===== src/assert_macros.svh =====
// Assertion macros shared by the button press classifier RTL.
// Needs clk and rst_n in scope at the point of use.
`ifndef ASSERT_MACROS_SVH
`define ASSERT_MACROS_SVH

// Check a property on every rising clock edge outside reset.
`define BPC_ASSERT(lbl, prop, msg) \
    lbl: assert property (@(posedge clk) disable iff (!rst_n) (prop)) else $error(msg);

// Check that an antecedent implies a consequent in the following cycle.
`define BPC_ASSERT_NEXT(lbl, ante, cons, msg) \
    lbl: assert property (@(posedge clk) disable iff (!rst_n) (ante) |=> (cons)) \
        else $error(msg);

`endif


===== src/bpc_pkg.sv =====
// Package for the button press classifier: event codes, register indexes,
// configuration struct and reset values. No dependencies.
package bpc_pkg;

    localparam int TIME_W    = 32;
    localparam int MS_W      = 16;
    localparam int ID_W      = 8;
    localparam int CFG_IDX_W = 3;
    localparam int CFG_DAT_W = 16;
    localparam int CNT_W     = 2;

    typedef enum logic [1:0] {
        EV_NONE   = 2'd0,
        EV_SHORT  = 2'd1,
        EV_LONG   = 2'd2,
        EV_DOUBLE = 2'd3
    } event_t;

    typedef enum logic [CFG_IDX_W-1:0] {
        REG_DEBOUNCE      = 3'd0,
        REG_LONG_START    = 3'd1,
        REG_LONG_DURATION = 3'd2,
        REG_BUTTON_NUMBER = 3'd3
    } cfg_reg_t;

    localparam logic [CNT_W-1:0] CNT_IDLE   = 2'd0;
    localparam logic [CNT_W-1:0] CNT_SINGLE = 2'd1;
    localparam logic [CNT_W-1:0] CNT_DOUBLE = 2'd2;
    localparam logic [CNT_W-1:0] CNT_BAD    = 2'd3;

    localparam logic [MS_W-1:0] DEBOUNCE_RST      = 16'd50;
    localparam logic [MS_W-1:0] LONG_START_RST    = 16'd500;
    localparam logic [MS_W-1:0] LONG_DURATION_RST = 16'd1500;
    localparam logic [ID_W-1:0] BUTTON_NUMBER_RST = 8'd0;

    typedef struct packed {
        logic [MS_W-1:0] debounce_ms;
        logic [MS_W-1:0] long_start_ms;
        logic [MS_W-1:0] long_duration_ms;
        logic [ID_W-1:0] button_number;
    } cfg_t;

endpackage


===== src/button_press_classifier_top.sv =====
// Top level of the button press classifier: input register, core, result register.
// Depends on bpc_pkg, bpc_cfg_regs, bpc_core and assert_macros.svh.
//
// Usage:
//   Input channel (in_valid/in_ready, level, time_ms) carries one pin sample per
//   transaction; level 0 means pressed, time_ms is a wrapping millisecond stamp.
//   Output channel (out_valid/out_ready, event_res, source_id) returns exactly one
//   transaction per input: event 0 none, 1 short, 2 long, 3 double press.
//   Configuration channel (cfg_valid/cfg_ready, cfg_index, cfg_data) writes
//   debounce, long start, long duration and button number; cfg_ready is always
//   high and unknown indexes are ignored. Write only while the block is idle.
//   Path: an accepted sample waits in the input register; the state update
//   and the result register take it in one pass once the output is free.
//   Throughput: 1 transaction per cycle while out_ready does not stall the output.
//   Reset: state and valid flags reset, channels empty; data regs are not reset.
//   Stall: a held result stays in the output register; the input register keeps
//   accepting until it is also full, then in_ready drops.
`include "assert_macros.svh"

module button_press_classifier_top (
    input  logic                             clk,
    input  logic                             rst_n,
    input  logic                             in_valid,
    output logic                             in_ready,
    input  logic                             level,
    input  logic [bpc_pkg::TIME_W-1:0]       time_ms,
    output logic                             out_valid,
    input  logic                             out_ready,
    output logic [1:0]                       event_res,
    output logic [bpc_pkg::ID_W-1:0]         source_id,
    input  logic                             cfg_valid,
    output logic                             cfg_ready,
    input  logic [bpc_pkg::CFG_IDX_W-1:0]    cfg_index,
    input  logic [bpc_pkg::CFG_DAT_W-1:0]    cfg_data
);
    import bpc_pkg::*;

    cfg_t              cfg;
    event_t            ev;
    logic              advance;

    logic              in_valid_reg;
    logic              level_reg;
    logic [TIME_W-1:0] time_reg;
    logic              out_valid_reg;
    event_t            event_reg;
    logic [ID_W-1:0]   source_reg;

    bpc_cfg_regs u_cfg (
        .clk       (clk),
        .rst_n     (rst_n),
        .cfg_valid (cfg_valid),
        .cfg_ready (cfg_ready),
        .cfg_index (cfg_index),
        .cfg_data  (cfg_data),
        .cfg       (cfg)
    );

    bpc_core u_core (
        .clk     (clk),
        .rst_n   (rst_n),
        .step    (advance),
        .level   (level_reg),
        .time_ms (time_reg),
        .cfg     (cfg),
        .ev      (ev)
    );

    assign advance   = in_valid_reg && (!out_valid_reg || out_ready);
    assign in_ready  = !in_valid_reg || advance;
    assign out_valid = out_valid_reg;
    assign event_res = event_reg;
    assign source_id = source_reg;

    always_ff @(posedge clk or negedge rst_n)
    begin
        if (!rst_n)
        begin
            in_valid_reg  <= 1'b0;
            out_valid_reg <= 1'b0;
        end
        else
        begin
            if (in_ready)
            begin
                in_valid_reg <= in_valid;
            end
            if (advance)
            begin
                out_valid_reg <= 1'b1;
            end
            else if (out_ready)
            begin
                out_valid_reg <= 1'b0;
            end
        end
    end

    always_ff @(posedge clk)
    begin
        if (in_ready && in_valid)
        begin
            level_reg <= level;
            time_reg  <= time_ms;
        end
        if (advance)
        begin
            event_reg  <= ev;
            source_reg <= cfg.button_number;
        end
    end

    `BPC_ASSERT_NEXT(a_hold_input, in_valid_reg && !advance,
                     in_valid_reg && $stable(time_reg) && $stable(level_reg),
                     "pending sample lost before processing")
    `BPC_ASSERT_NEXT(a_result_loaded, advance, out_valid_reg,
                     "processed sample produced no result")

endmodule


===== src/bpc_cfg_regs.sv =====
// Configuration register file of the button press classifier.
// Depends on bpc_pkg.
module bpc_cfg_regs (
    input  logic                             clk,
    input  logic                             rst_n,
    input  logic                             cfg_valid,
    output logic                             cfg_ready,
    input  logic [bpc_pkg::CFG_IDX_W-1:0]    cfg_index,
    input  logic [bpc_pkg::CFG_DAT_W-1:0]    cfg_data,
    output bpc_pkg::cfg_t                    cfg
);
    import bpc_pkg::*;

    cfg_t cfg_reg;
    cfg_t cfg_next;

    assign cfg_ready = 1'b1;
    assign cfg       = cfg_reg;

    always_comb
    begin
        cfg_next = cfg_reg;
        if (cfg_valid)
        begin
            unique case (cfg_reg_t'(cfg_index))
                REG_DEBOUNCE:      cfg_next.debounce_ms      = cfg_data;
                REG_LONG_START:    cfg_next.long_start_ms    = cfg_data;
                REG_LONG_DURATION: cfg_next.long_duration_ms = cfg_data;
                REG_BUTTON_NUMBER: cfg_next.button_number    = cfg_data[ID_W-1:0];
                default:           cfg_next = cfg_reg;
            endcase
        end
    end

    always_ff @(posedge clk or negedge rst_n)
    begin
        if (!rst_n)
        begin
            cfg_reg.debounce_ms      <= DEBOUNCE_RST;
            cfg_reg.long_start_ms    <= LONG_START_RST;
            cfg_reg.long_duration_ms <= LONG_DURATION_RST;
            cfg_reg.button_number    <= BUTTON_NUMBER_RST;
        end
        else
        begin
            cfg_reg <= cfg_next;
        end
    end

endmodule


===== src/bpc_core.sv =====
// Debounce and press classification state with its update logic.
// Depends on bpc_pkg and assert_macros.svh.
`include "assert_macros.svh"

module bpc_core (
    input  logic                          clk,
    input  logic                          rst_n,
    input  logic                          step,
    input  logic                          level,
    input  logic [bpc_pkg::TIME_W-1:0]    time_ms,
    input  bpc_pkg::cfg_t                 cfg,
    output bpc_pkg::event_t               ev
);
    import bpc_pkg::*;

    logic              prev_level_reg,  prev_level_next;
    logic [TIME_W-1:0] last_change_reg, last_change_next;
    logic [TIME_W-1:0] press_start_reg, press_start_next;
    logic [CNT_W-1:0]  press_count_reg, press_count_next;
    logic              long_marked_reg, long_marked_next;

    logic [TIME_W-1:0] stable_time;
    logic [TIME_W-1:0] age;
    logic              pressed;

    always_comb
    begin
        last_change_next = (level != prev_level_reg) ? time_ms : last_change_reg;
        stable_time      = time_ms - last_change_next;
        pressed          = (stable_time > {{(TIME_W-MS_W){1'b0}}, cfg.debounce_ms}) && !level;
        age              = time_ms - press_start_reg;
        prev_level_next  = level;
        press_count_next = press_count_reg;
        press_start_next = press_start_reg;
        long_marked_next = long_marked_reg;
        ev               = EV_NONE;

        if (pressed)
        begin
            if (press_count_reg == CNT_IDLE)
            begin
                press_count_next = CNT_SINGLE;
                press_start_next = time_ms;
            end
            else if (long_marked_reg && press_count_reg == CNT_SINGLE)
            begin
                press_count_next = CNT_DOUBLE;
                press_start_next = time_ms;
            end
        end
        else if (press_count_reg != CNT_IDLE)
        begin
            priority if (press_count_reg == CNT_DOUBLE)
            begin
                press_count_next = CNT_IDLE;
                press_start_next = '0;
                long_marked_next = 1'b0;
                ev               = EV_DOUBLE;
            end
            else if (age > {{(TIME_W-MS_W){1'b0}}, cfg.long_duration_ms})
            begin
                press_count_next = CNT_IDLE;
                press_start_next = '0;
                long_marked_next = 1'b0;
                ev               = EV_LONG;
            end
            else if (age > {{(TIME_W-MS_W){1'b0}}, cfg.long_start_ms})
            begin
                long_marked_next = 1'b1;
            end
            else if (press_count_reg == CNT_SINGLE)
            begin
                press_count_next = CNT_IDLE;
                press_start_next = '0;
                long_marked_next = 1'b0;
                ev               = EV_SHORT;
            end
            else
            begin
                ev = EV_NONE;
            end
        end
    end

    always_ff @(posedge clk or negedge rst_n)
    begin
        if (!rst_n)
        begin
            prev_level_reg  <= 1'b1;
            last_change_reg <= '0;
            press_start_reg <= '0;
            press_count_reg <= CNT_IDLE;
            long_marked_reg <= 1'b0;
        end
        else if (step)
        begin
            prev_level_reg  <= prev_level_next;
            last_change_reg <= last_change_next;
            press_start_reg <= press_start_next;
            press_count_reg <= press_count_next;
            long_marked_reg <= long_marked_next;
        end
    end

    `BPC_ASSERT(a_count_legal, press_count_reg != CNT_BAD, "press count reached three")
    `BPC_ASSERT(a_mark_pending, !long_marked_reg || press_count_reg != CNT_IDLE,
                "long mark set with no press pending")
    `BPC_ASSERT_NEXT(a_double_clears, step && ev == EV_DOUBLE,
                     press_count_reg == CNT_IDLE && !long_marked_reg,
                     "double press did not clear the press")

endmodule


===== config.mk =====
export PLATFORM = sky130hd
export DESIGN_NAME = button_press_classifier_top
export DESIGN_NICKNAME = d
export VERILOG_FILES = /design/src/bpc_pkg.sv /design/src/button_press_classifier_top.sv /design/src/bpc_cfg_regs.sv /design/src/bpc_core.sv
export VERILOG_INCLUDE_DIRS = /design/src /design/src/src
export SDC_FILE = /design/constraint.sdc
export NUM_CORES = 1
export LEC_CHECK = 0
export BUFFER_PORTS_ARGS = -buffer_cell sky130_fd_sc_hd__buf_2
export CORE_MARGIN = 2
export CORE_UTILIZATION = 63
export DETAILED_ROUTE_END_ITERATION = 7
export GPL_TIMING_DRIVEN = 0
export PLACE_DENSITY = 0.82
export SYNTH_ARGS = -nofsm -noshare
export SYNTH_HDL_FRONTEND = slang
export SYNTH_SLANG_ARGS = --single-unit

===== constraint.sdc =====
create_clock -name clk -period 7.6 [get_ports clk]
set_clock_uncertainty 0.2 [all_clocks]
set_input_delay 0.38 -clock clk [delete_from_list [all_inputs] [get_ports clk]]
set_output_delay 0.38 -clock clk [all_outputs]
set_load 0.01 [all_outputs]

==> results.ini, run 1 <==
[detailed_routing]
wl_mm = 34.5
wire_per_inst_um = 19.5
drtIter0Drc = 945
vias = 11200
drtPass1Iterations = 6
ant_nets = 0
drt-vias-per-instance = 6.31
drc = 0

[floorplanning]
core_sq_um = 19300
pin_count = 70
dieHeight_um = 144
start_util_pct = 63.8
die-area_sq_um = 20700
rows = 51
die_w_um = 144

[worst_setup_path]
cp-start-kind = flop
crit_start = level_reg$_DFFE_PP_
max_stage_delay_ns = 0.52
crit_fanout = 10
cp_data_required_time_ns = 7.76
crit_path_top_delay_cell = edfxtp_1
reg2reg_from = level_reg$_DFFE_PP_
critPathArrivalTime_ns = 7.50
rrSetupSlack_ns = 0.26
setup.worst_path.class = flop to flop
worstSetupEndpointType = flop
r2r_end = u_core.press_start_reg[6]$_DFFE_PN0P_
reg2reg_depth = 28

[power_and_ir_drop]
total_power_mw = 5.43
power_density_nw_per_um2 = 385
p_leak_nw = 5.98
ir_drop_v = 0.000207

[synthesis]
syn_area_per_cell_sq_um = 9.04
synth_most_common_cell = nand2_1
syn_inst = 1365
synth_fp_nets = 1523
netlist_area_sq_um = 12300
synth-edff-count = 43
ys_async_sr_fraction_pct = 74.6
ys_top_cells_by_area = dfrtp_1, edfxtp_1, ha_1, o21ai_0, nand2_1
synth_flop_cell = dfrtp_1
yosysSeqAreaShare_pct = 36.2
ys_ff_latch = 169
synth_commonest_cells = nand2_1, o21ai_0, dfrtp_1, inv_1, ha_1
yosysWarnings = 0
synth_top_cell_area_share_pct = 22.1
synth_cell_types = 85
yosysTopAreaCell = dfrtp_1

[flow_run]
drv_cap = 0

[grt]
antenna_found_initial = 1
grt_pass1_wl_mm = 54.9
grt_max_degree = 65
overflow = 0
grt_pass1_vias = 10700
grt_use_total_pct = 34.3

[timing]
timing.final.crit_share_pct = 96.6
min_period_ns = 7.34
whs_ns = 0.0115
setup_viol_count_final = 0
slew_violations = 0
max_slew_margin_pct = 40.7
final_hold_viol_count = 0
worst_pin_slew_ns = 0.890
fmax_mhz = 136

[hold_path]
holdCritPathClass = input pin to flop
hold_depth = 3
min_to = u_cfg.cfg[26]$_DFFE_PN1P_
worstHoldStart = cfg_data[2]

[placement]
place_area_sq_um = 13000
portBuffers = 68
dpl.hpwl_mm = 25.2
routabilityCongestion = 0.983

[cts]
cts-root-buf = clkbuf_16
cts_buffers = 17
insertion_delay_ns = 0.44
cts_max_level = 4
clock-sinks = 169
cts_max_path_buffers = 2
cts_tree = built
clkTransAtPathRegs_ns = 0.07

[cells_and_area]
area_growth_pct = 14.3
final_area_sq_um = 14100
largest_reg_flops = 56
drive_gt1_share_pct = 12.7
fillCellCount = 1449
final_nets = 1651

[outcome]
status = finished, final reports clean

[power breakdown]
group          internal, mW  total [mW]  switching (mW)  leakage, nW
sequential             1.19        1.34           0.150         1.93
combinational          1.29        3.16            1.88         3.75
clock                 0.519       0.930           0.411        0.299
[cells in the final DEF (no fill, tap or decap), types with 19 or more instances in the layout]
cell and instances:
ha_1 100, o21ai_0 131, inv_1 106, mux2i_1 26, nand3_1 26, dfrtp_1 109, nor3_1 24, a21oi_1 82
o211ai_1 19, mux2_2 36, buf_2 72, nand2_1 135, dlygate4sd3_1 36, a21o_1 30, nand4_1 25, xor2_1 20
nand2b_1 24, o21a_1 19, edfxtp_1 43, nor2_1 55, o2bb2ai_1 34, clkbuf_1 50, xnor2_1 30
[stage by stage]
stage	setup TNS [ns]	cells	setup slack (ns)	util (%)
final	0	1772	0.257	73.0
after floorplan	0	1365	1.32	-
after CTS	0	1770	0.0185	72.8
after detailed placement	-25.50	1699	-0.807	67.5
after global placement	-23.40	1698	-0.729	67.3
after global routing	-0.0380	1772	-0.0160	73.0
[final cells by class]
class | instances | area [sq um] | share of cell area, %
clock buffers | 19 | 454 | 3.22
repair buffers | 110 | 772 | 5.47
plain buffers | 60 | 241 | 1.71
inverters | 106 | 398 | 2.82
diodes | 1 | 2.50 | 0.0177
multi-input cells | 1029 | 7270 | 51.6
flip-flops and latches | 169 | 4470 | 31.7
clock inverters | 13 | 169 | 1.20
well taps | 265 | 332 | 2.35
[cells by family after synthesis]
logic type               after synthesis  synth area share, %
flip-flops                           169                 36.2
AND/OR/NAND/NOR                      386                 16.1
buffers and inverters                167                 5.16
other                                  1               0.0304
AO/OA/AOI/OAI                        419                 22.5
adder cells (fa/ha/maj)              108                 10.9
XOR/XNOR                              52                 3.75
multiplexers                          63                 5.49
[what timing repair did]
item,in CTS,in global routing
setup buffers,3,2
hold buffers,36,0
hold endpoints to repair,83,0
gates resized for setup,6,4
endpoints found under the setup margin,37,34
pin swaps,1,2
[worst max-delay path by stage]
stage,end,depth (start not counted),slack [ns]
6_report,u_core.press_start_reg[6]$_DFFE_PN0P_,28,0.26
3_5_place_dp,u_core.press_start_reg[26]$_DFFE_PN0P_,27,-0.81
3_3_place_gp,u_core.press_start_reg[1]$_DFFE_PN0P_,27,-0.73
2_1_floorplan,u_core.press_start_reg[10]$_DFFE_PN0P_,27,1.32
5_1_grt,u_core.press_start_reg[30]$_DFFE_PN0P_,30,-0.02
4_1_cts,u_core.press_start_reg[26]$_DFFE_PN0P_,27,0.02
[layer usage]
metal	GRT usage [%]	wire length, um	vias to the layer above
li1	-	-	5283
met1	46.7	14900	5388
met2	56.1	16300	431
met3	5.00	2240	72
met4	12.2	1080	0
met5	0	0	-
[critical path: cells and delay by family, from the launching register on]
family                     cells  cell delay, ns
AOI/OAI and AO/OA             10            2.34
DFF                            1            0.52
xor gates and xnor gates       2            0.45
adders and majority gates      2            0.62
and+or+nand+nor                9            1.71
buffers and inverters          5            1.42
Note: power is estimated with default switching activity, not from simulation.
==> run 2, diff against run 1 <==
Settings changed: RECOVER_POWER set to 100.
==> run 2 against run 1 <==
  * The flow now finishes with violations (capacitance limit, slew limit)
  * Maximum frequency rose by 0.35%
  * Critical path depth shrank 4
  * Routed wire length fell by 0.15%
  * Register-to-register slack improved by 0.03 ns
  * Critical path type unchanged
  * Flip-flop and latch count unchanged
  * Sequential power is essentially flat
  * Power fell by 0.14%
  * Largest power group unchanged
  * Design area is 0.37% lower
  * Critical endpoint unchanged
  * Sequential share of layout area rose by 0.12 points
  * Die area unchanged
  * Global-route usage is the same
  * Count of clock-buffer cells in the layout unchanged
==> results.ini, run 2 (synthesis results as in run 1) <==
[cells_and_area]
final_cells = 1772
fillCellCount = 1466
largest_reg_flops = 56
final_common_cell = nand2_1
final_area_sq_um = 14100
drive_gt1_share_pct = 11.4
final_cell_mix = nand2_1, o21ai_0, dfrtp_1
final_nets = 1651
area_growth_pct = 13.9

[cts]
cts_buffers = 17
clkTransAtPathRegs_ns = 0.07
clock-sinks = 169
cts_tree = built
cts_max_level = 4
insertion_delay_ns = 0.44
cts-root-buf = clkbuf_16
cts_max_path_buffers = 2

[power_and_ir_drop]
p_leak_nw = 5.92
total_power_mw = 5.43
p_int_mw = 2.99
power_density_nw_per_um2 = 386
combPwrFrac_pct = 58.1
seq_power_share_pct = 24.7
p_sw_share_pct = 44.9
clkPwrFrac_pct = 17.2
p_sw_mw = 2.44
ir_drop_v = 0.000208

[detailed_routing]
wire_per_inst_um = 19.4
wl_mm = 34.5
drtIter0Drc = 949
drc = 0
drtPass1Iterations = 7
ant_nets = 0
drt-vias-per-instance = 6.27
vias = 11100

[grt]
grt_pass1_vias = 10700
grt_max_degree = 65
overflow = 0
grt_use_total_pct = 34.3
grt_pass1_wl_mm = 54.9
antenna_found_initial = 1

[timing]
worst_pin_slew_ns = 3.50
whs_ns = 0.0103
setup_viol_count_final = 0
timing.final.crit_share_pct = 96.3
fmax_mhz = 137
min_period_ns = 7.32
rsz0062_at_grt = false
slew_violations = 163
final_hold_viol_count = 0
setup_tns_ns = 0
max_slew_margin_pct = -134

[placement]
routabilityCongestion = 0.983
place_area_sq_um = 13000
dpl.hpwl_mm = 25.2
portBuffers = 68
dp_cells = 1699

[worst_setup_path]
reg2reg_depth = 24
worstSetupEndpointType = flop
reg2reg_from = u_core.prev_level_reg$_DFFE_PN1P_
cp-start-kind = flop
critPathArrivalTime_ns = 7.47
setup.worst_path.class = flop to flop
crit_fanout = 19
cp_data_required_time_ns = 7.76
r2r_end = u_core.press_start_reg[6]$_DFFE_PN0P_
rrSetupSlack_ns = 0.28

[floorplanning]
rows = 51
core_sq_um = 19300
die_w_um = 144
dieHeight_um = 144
pin_count = 70
die-area_sq_um = 20700
start_util_pct = 63.8

[hold_path]
hold_depth = 3
min_to = u_cfg.cfg[26]$_DFFE_PN1P_
holdCritPathClass = input pin to flop
worstHoldStart = cfg_data[2]

[outcome]
failed_checks = capacitance limit, slew limit
status = complete, but fails checks

[flow_run]
drv_cap = 3

-- run 2: changes by cell type in the layout (fill, tap and decap cells not counted) --
cell	previous run	this run
buf_2	72	57
buf_6	1	0
buf_16	1	0
clkdlybuf4s25_1	0	1
xor2_1	20	21
and2_0	1	2
clkbuf_1	50	66
xor2_2	1	0
and2_2	1	0
-- run 2: metrics by stage --
| step | setup slack, ns | utilization [%] |
|---|---|---|
| floorplan | 1.32 | - |
| global placement | -0.729 | 67.3 |
| detailed placement | -0.807 | 67.5 |
| CTS | 0.0185 | 72.8 |
| global route | 0.00463 | 72.7 |
| finish | 0.283 | 72.7 |
-- run 2: worst max-delay path: stages (launching register included) --
cell and delay [ns]:
dfstp_2 0.60, xor2_1 0.74, buf_2 0.58, mux2i_1 0.18, ha_1 0.30, clkbuf_1 0.32
nand2_1 0.15, nor3_1 0.45, nand2_1 0.21, nand3_1 0.17, xor2_1 0.11, ha_1 0.31
nand2_1 0.10, nor4_2 0.39, nand3_1 0.12, a21boi_0 0.20, a311oi_1 0.25, o2111ai_1 0.15
nor4_1 0.21, nand4_1 0.24, o311ai_4 0.32, buf_4 0.22, clkbuf_1 0.34, o21ai_0 0.18
o2bb2ai_1 0.18
-- run 2: power groups by stage --
stage                     Sequential, mW  Combinational [mW]  Clock (mW)
after global placement              1.33                2.97           0
after detailed placement            1.34                3.04           0
after global routing                1.36                3.53       0.975
after floorplan                     1.30                2.35           0
final                               1.34                3.15       0.931
after CTS                           1.33                3.10       0.933
-- run 2: worst max-delay path by stage --
| stage | startpoint | slack (ns) | to | cells past startpoint |
|---|---|---|---|---|
| after detailed placement | level_reg$_DFFE_PP_ | -0.81 | u_core.press_start_reg[26]$_DFFE_PN0P_ | 27 |
| final | u_core.prev_level_reg$_DFFE_PN1P_ | 0.28 | u_core.press_start_reg[6]$_DFFE_PN0P_ | 24 |
| after floorplan | level_reg$_DFFE_PP_ | 1.32 | u_core.press_start_reg[10]$_DFFE_PN0P_ | 27 |
| after global placement | level_reg$_DFFE_PP_ | -0.73 | u_core.press_start_reg[1]$_DFFE_PN0P_ | 27 |
| after global routing | level_reg$_DFFE_PP_ | 0.005 | u_core.press_start_reg[30]$_DFFE_PN0P_ | 30 |
| after CTS | level_reg$_DFFE_PP_ | 0.02 | u_core.press_start_reg[26]$_DFFE_PN0P_ | 27 |
-- run 2: repair_timing --
item | CTS | global route
endpoints found under the hold margin | 83 | 0
pin swaps | 1 | 2
hold buffers | 36 | 0
endpoints found under the setup margin | 37 | 34
buffers inserted | 3 | 2
gates resized for setup | 6 | 4
-- run 2: cell type report --
| type | instances | area [sq um] | area share, % |
|---|---|---|---|
| clock buffers | 19 | 454 | 3.23 |
| well taps | 265 | 332 | 2.36 |
| plain buffers | 60 | 241 | 1.72 |
| clock inverters | 13 | 169 | 1.20 |
| repair buffers | 110 | 728 | 5.18 |
| multi-input cells | 1029 | 7270 | 51.7 |
| inverters | 106 | 398 | 2.83 |
| flip-flops and latches | 169 | 4470 | 31.8 |
| diodes | 1 | 2.50 | 0.0178 |
-- run 2: per-layer routing --
metal	up-vias	part of all wire, %	GRT usage, %
li1	5272	-	-
met2	442	47	56.1
met5	-	0	0
met1	5314	43	46.7
met4	0	3.2	12.2
met3	86	6.6	5.00
==> run 3, diff against run 2 <==
Settings changed: CORE_UTILIZATION 63 to 45, PLACE_DENSITY 0.82 to unset, RECOVER_POWER 100 to 25.
==> run 3 against run 2 <==
  * The flow still finishes with violations (capacitance limit, slew limit)
  * Die area increased by 39%
  * Combinational power about the same
  * Clock power down 6.1%
  * Flip-flop and latch count unchanged
  * Sequential share of layout area down 0.30 points
==> results.ini, run 3 (synthesis results as in run 1) <==
[timing]
setup_tns_ns = 0
fmax_mhz = 140
max_slew_margin_pct = -109
final_hold_viol_count = 0
min_period_ns = 7.12
worst_pin_slew_ns = 3.13
setup_viol_count_final = 0
timing.final.crit_share_pct = 93.7
slew_violations = 54

[power_and_ir_drop]
p_leak_nw = 5.97
power_density_nw_per_um2 = 377
p_sw_share_pct = 45.5
clkPwrFrac_pct = 16.3
combPwrFrac_pct = 58.9
ir_drop_v = 0.000172
p_sw_mw = 2.43
total_power_mw = 5.35
p_int_mw = 2.91
seq_power_share_pct = 24.8

[grt]
grt_use_total_pct = 24.5
grt_pass1_wl_mm = 55.2
overflow = 0
antenna_found_initial = 1
grt_pass1_vias = 10400
grt_max_degree = 74

[floorplanning]
start_util_pct = 45.8
die-area_sq_um = 28800
dieHeight_um = 170
rows = 60
core_sq_um = 27000
pin_count = 70
die_w_um = 170

[detailed_routing]
drtPass1Iterations = 5
drtIter0Drc = 685
wire_per_inst_um = 18.7
drt-vias-per-instance = 5.79
wl_mm = 34.6
vias = 10700
ant_nets = 0
drc = 0

[cts]
insertion_delay_ns = 0.44
cts_buffers = 17
cts_max_level = 4
clock-sinks = 169
clkTransAtPathRegs_ns = 0.08
cts-root-buf = clkbuf_16
cts_tree = built
cts_max_path_buffers = 2

[placement]
dpl.hpwl_mm = 26.6
portBuffers = 68
routabilityCongestion = 0.904

[worst_setup_path]
cp_data_required_time_ns = 7.72
setup.worst_path.class = flop to flop
r2r_end = u_core.press_start_reg[10]$_DFFE_PN0P_
worstSetupEndpointType = flop
cp-start-kind = flop
crit_path_top_delay_cell = dfstp_2
reg2reg_depth = 27
max_stage_delay_ns = 0.62
critPathArrivalTime_ns = 7.23
reg2reg_from = u_core.prev_level_reg$_DFFE_PN1P_
crit_fanout = 10
rrSetupSlack_ns = 0.48

[cells_and_area]
area_growth_pct = 15.0
largest_reg_flops = 56
final_cell_mix = nand2_1, o21ai_0, dfrtp_1
drive_gt1_share_pct = 12.7
final_common_cell = nand2_1
final_nets = 1654

[hold_path]
worstHoldStart = cfg_data[10]
hold_depth = 3
holdCritPathClass = input pin to flop
min_to = u_cfg.cfg[18]$_DFFE_PN1P_

[flow_run]
drv_cap = 1

[outcome]
status = complete, but fails checks
failed_checks = capacitance limit, slew limit

## run 3: how the worst max path moves through the flow
stage | slack [ns] | cells after the start | endpoint | startpoint
after floorplan | 1.32 | 27 | u_core.press_start_reg[10]$_DFFE_PN0P_ | level_reg$_DFFE_PP_
after global placement | -0.96 | 27 | u_core.press_start_reg[1]$_DFFE_PN0P_ | level_reg$_DFFE_PP_
after detailed placement | -0.95 | 27 | u_core.press_start_reg[1]$_DFFE_PN0P_ | level_reg$_DFFE_PP_
after CTS | 0.04 | 24 | u_core.press_start_reg[15]$_DFFE_PN0P_ | u_core.prev_level_reg$_DFFE_PN1P_
after global routing | -0.06 | 27 | u_core.press_start_reg[10]$_DFFE_PN0P_ | u_core.prev_level_reg$_DFFE_PN1P_
final | 0.48 | 27 | u_core.press_start_reg[10]$_DFFE_PN0P_ | u_core.prev_level_reg$_DFFE_PN1P_
## run 3: power by group through the flow
stage | sequential, mW | clock (mW) | combinational [mW]
floorplan | 1.30 | 0 | 2.35
global placement | 1.33 | 0 | 3.04
detailed placement | 1.34 | 0 | 3.08
CTS | 1.32 | 0.893 | 3.13
global route | 1.36 | 0.921 | 3.56
finish | 1.33 | 0.874 | 3.15
## run 3: layout make-up
type,count,area (sq um)
repair buffers,113,790
inverters,106,398
plain buffers,60,245
clock inverters,14,151
well taps,341,427
flip-flops and latches,169,4470
fillers,2510,12800
diodes,1,2.50
clock buffers,18,429
multi-input cells,1029,7280
## run 3: metrics by stage
step	std cells	hold WS, ns	util (%)	area, sq um	worst slack (ns)
floorplan	1365	-0.116	-	12300	1.32
global placement	1774	0.221	48.6	13100	-0.957
detailed placement	1775	0.178	48.8	13100	-0.948
CTS	1849	0.00237	52.5	14200	0.0391
global route	1851	0.0247	52.6	14200	-0.0572
finish	1851	0.00881	52.6	14200	0.480
## run 3: what timing repair did
item,CTS,global route
hold endpoints to repair,76,0
pin swaps,2,4
gates resized for setup,5,11
setup buffers,4,2
hold buffers,38,0
endpoints found under the setup margin,37,36
## run 3: critical path, delay by kind of cell (launching register included)
kind                     cells  cell delay [ns]
flip-flops                   1             0.62
adder cells (fa/ha/maj)      2             0.60
AO/OA/AOI/OAI               14             3.27
buffers and inverters        5             1.25
XOR/XNOR                     1             0.15
AND/OR/NAND/NOR              5             0.92
## run 3: metal layers
layer,vias up,global-route usage (%),part of all wire [%]
met5,-,0,0
met4,0,8.36,2.5
met3,60,2.66,3.5
met2,223,39.5,45
met1,5159,34.5,49
li1,5276,-,-
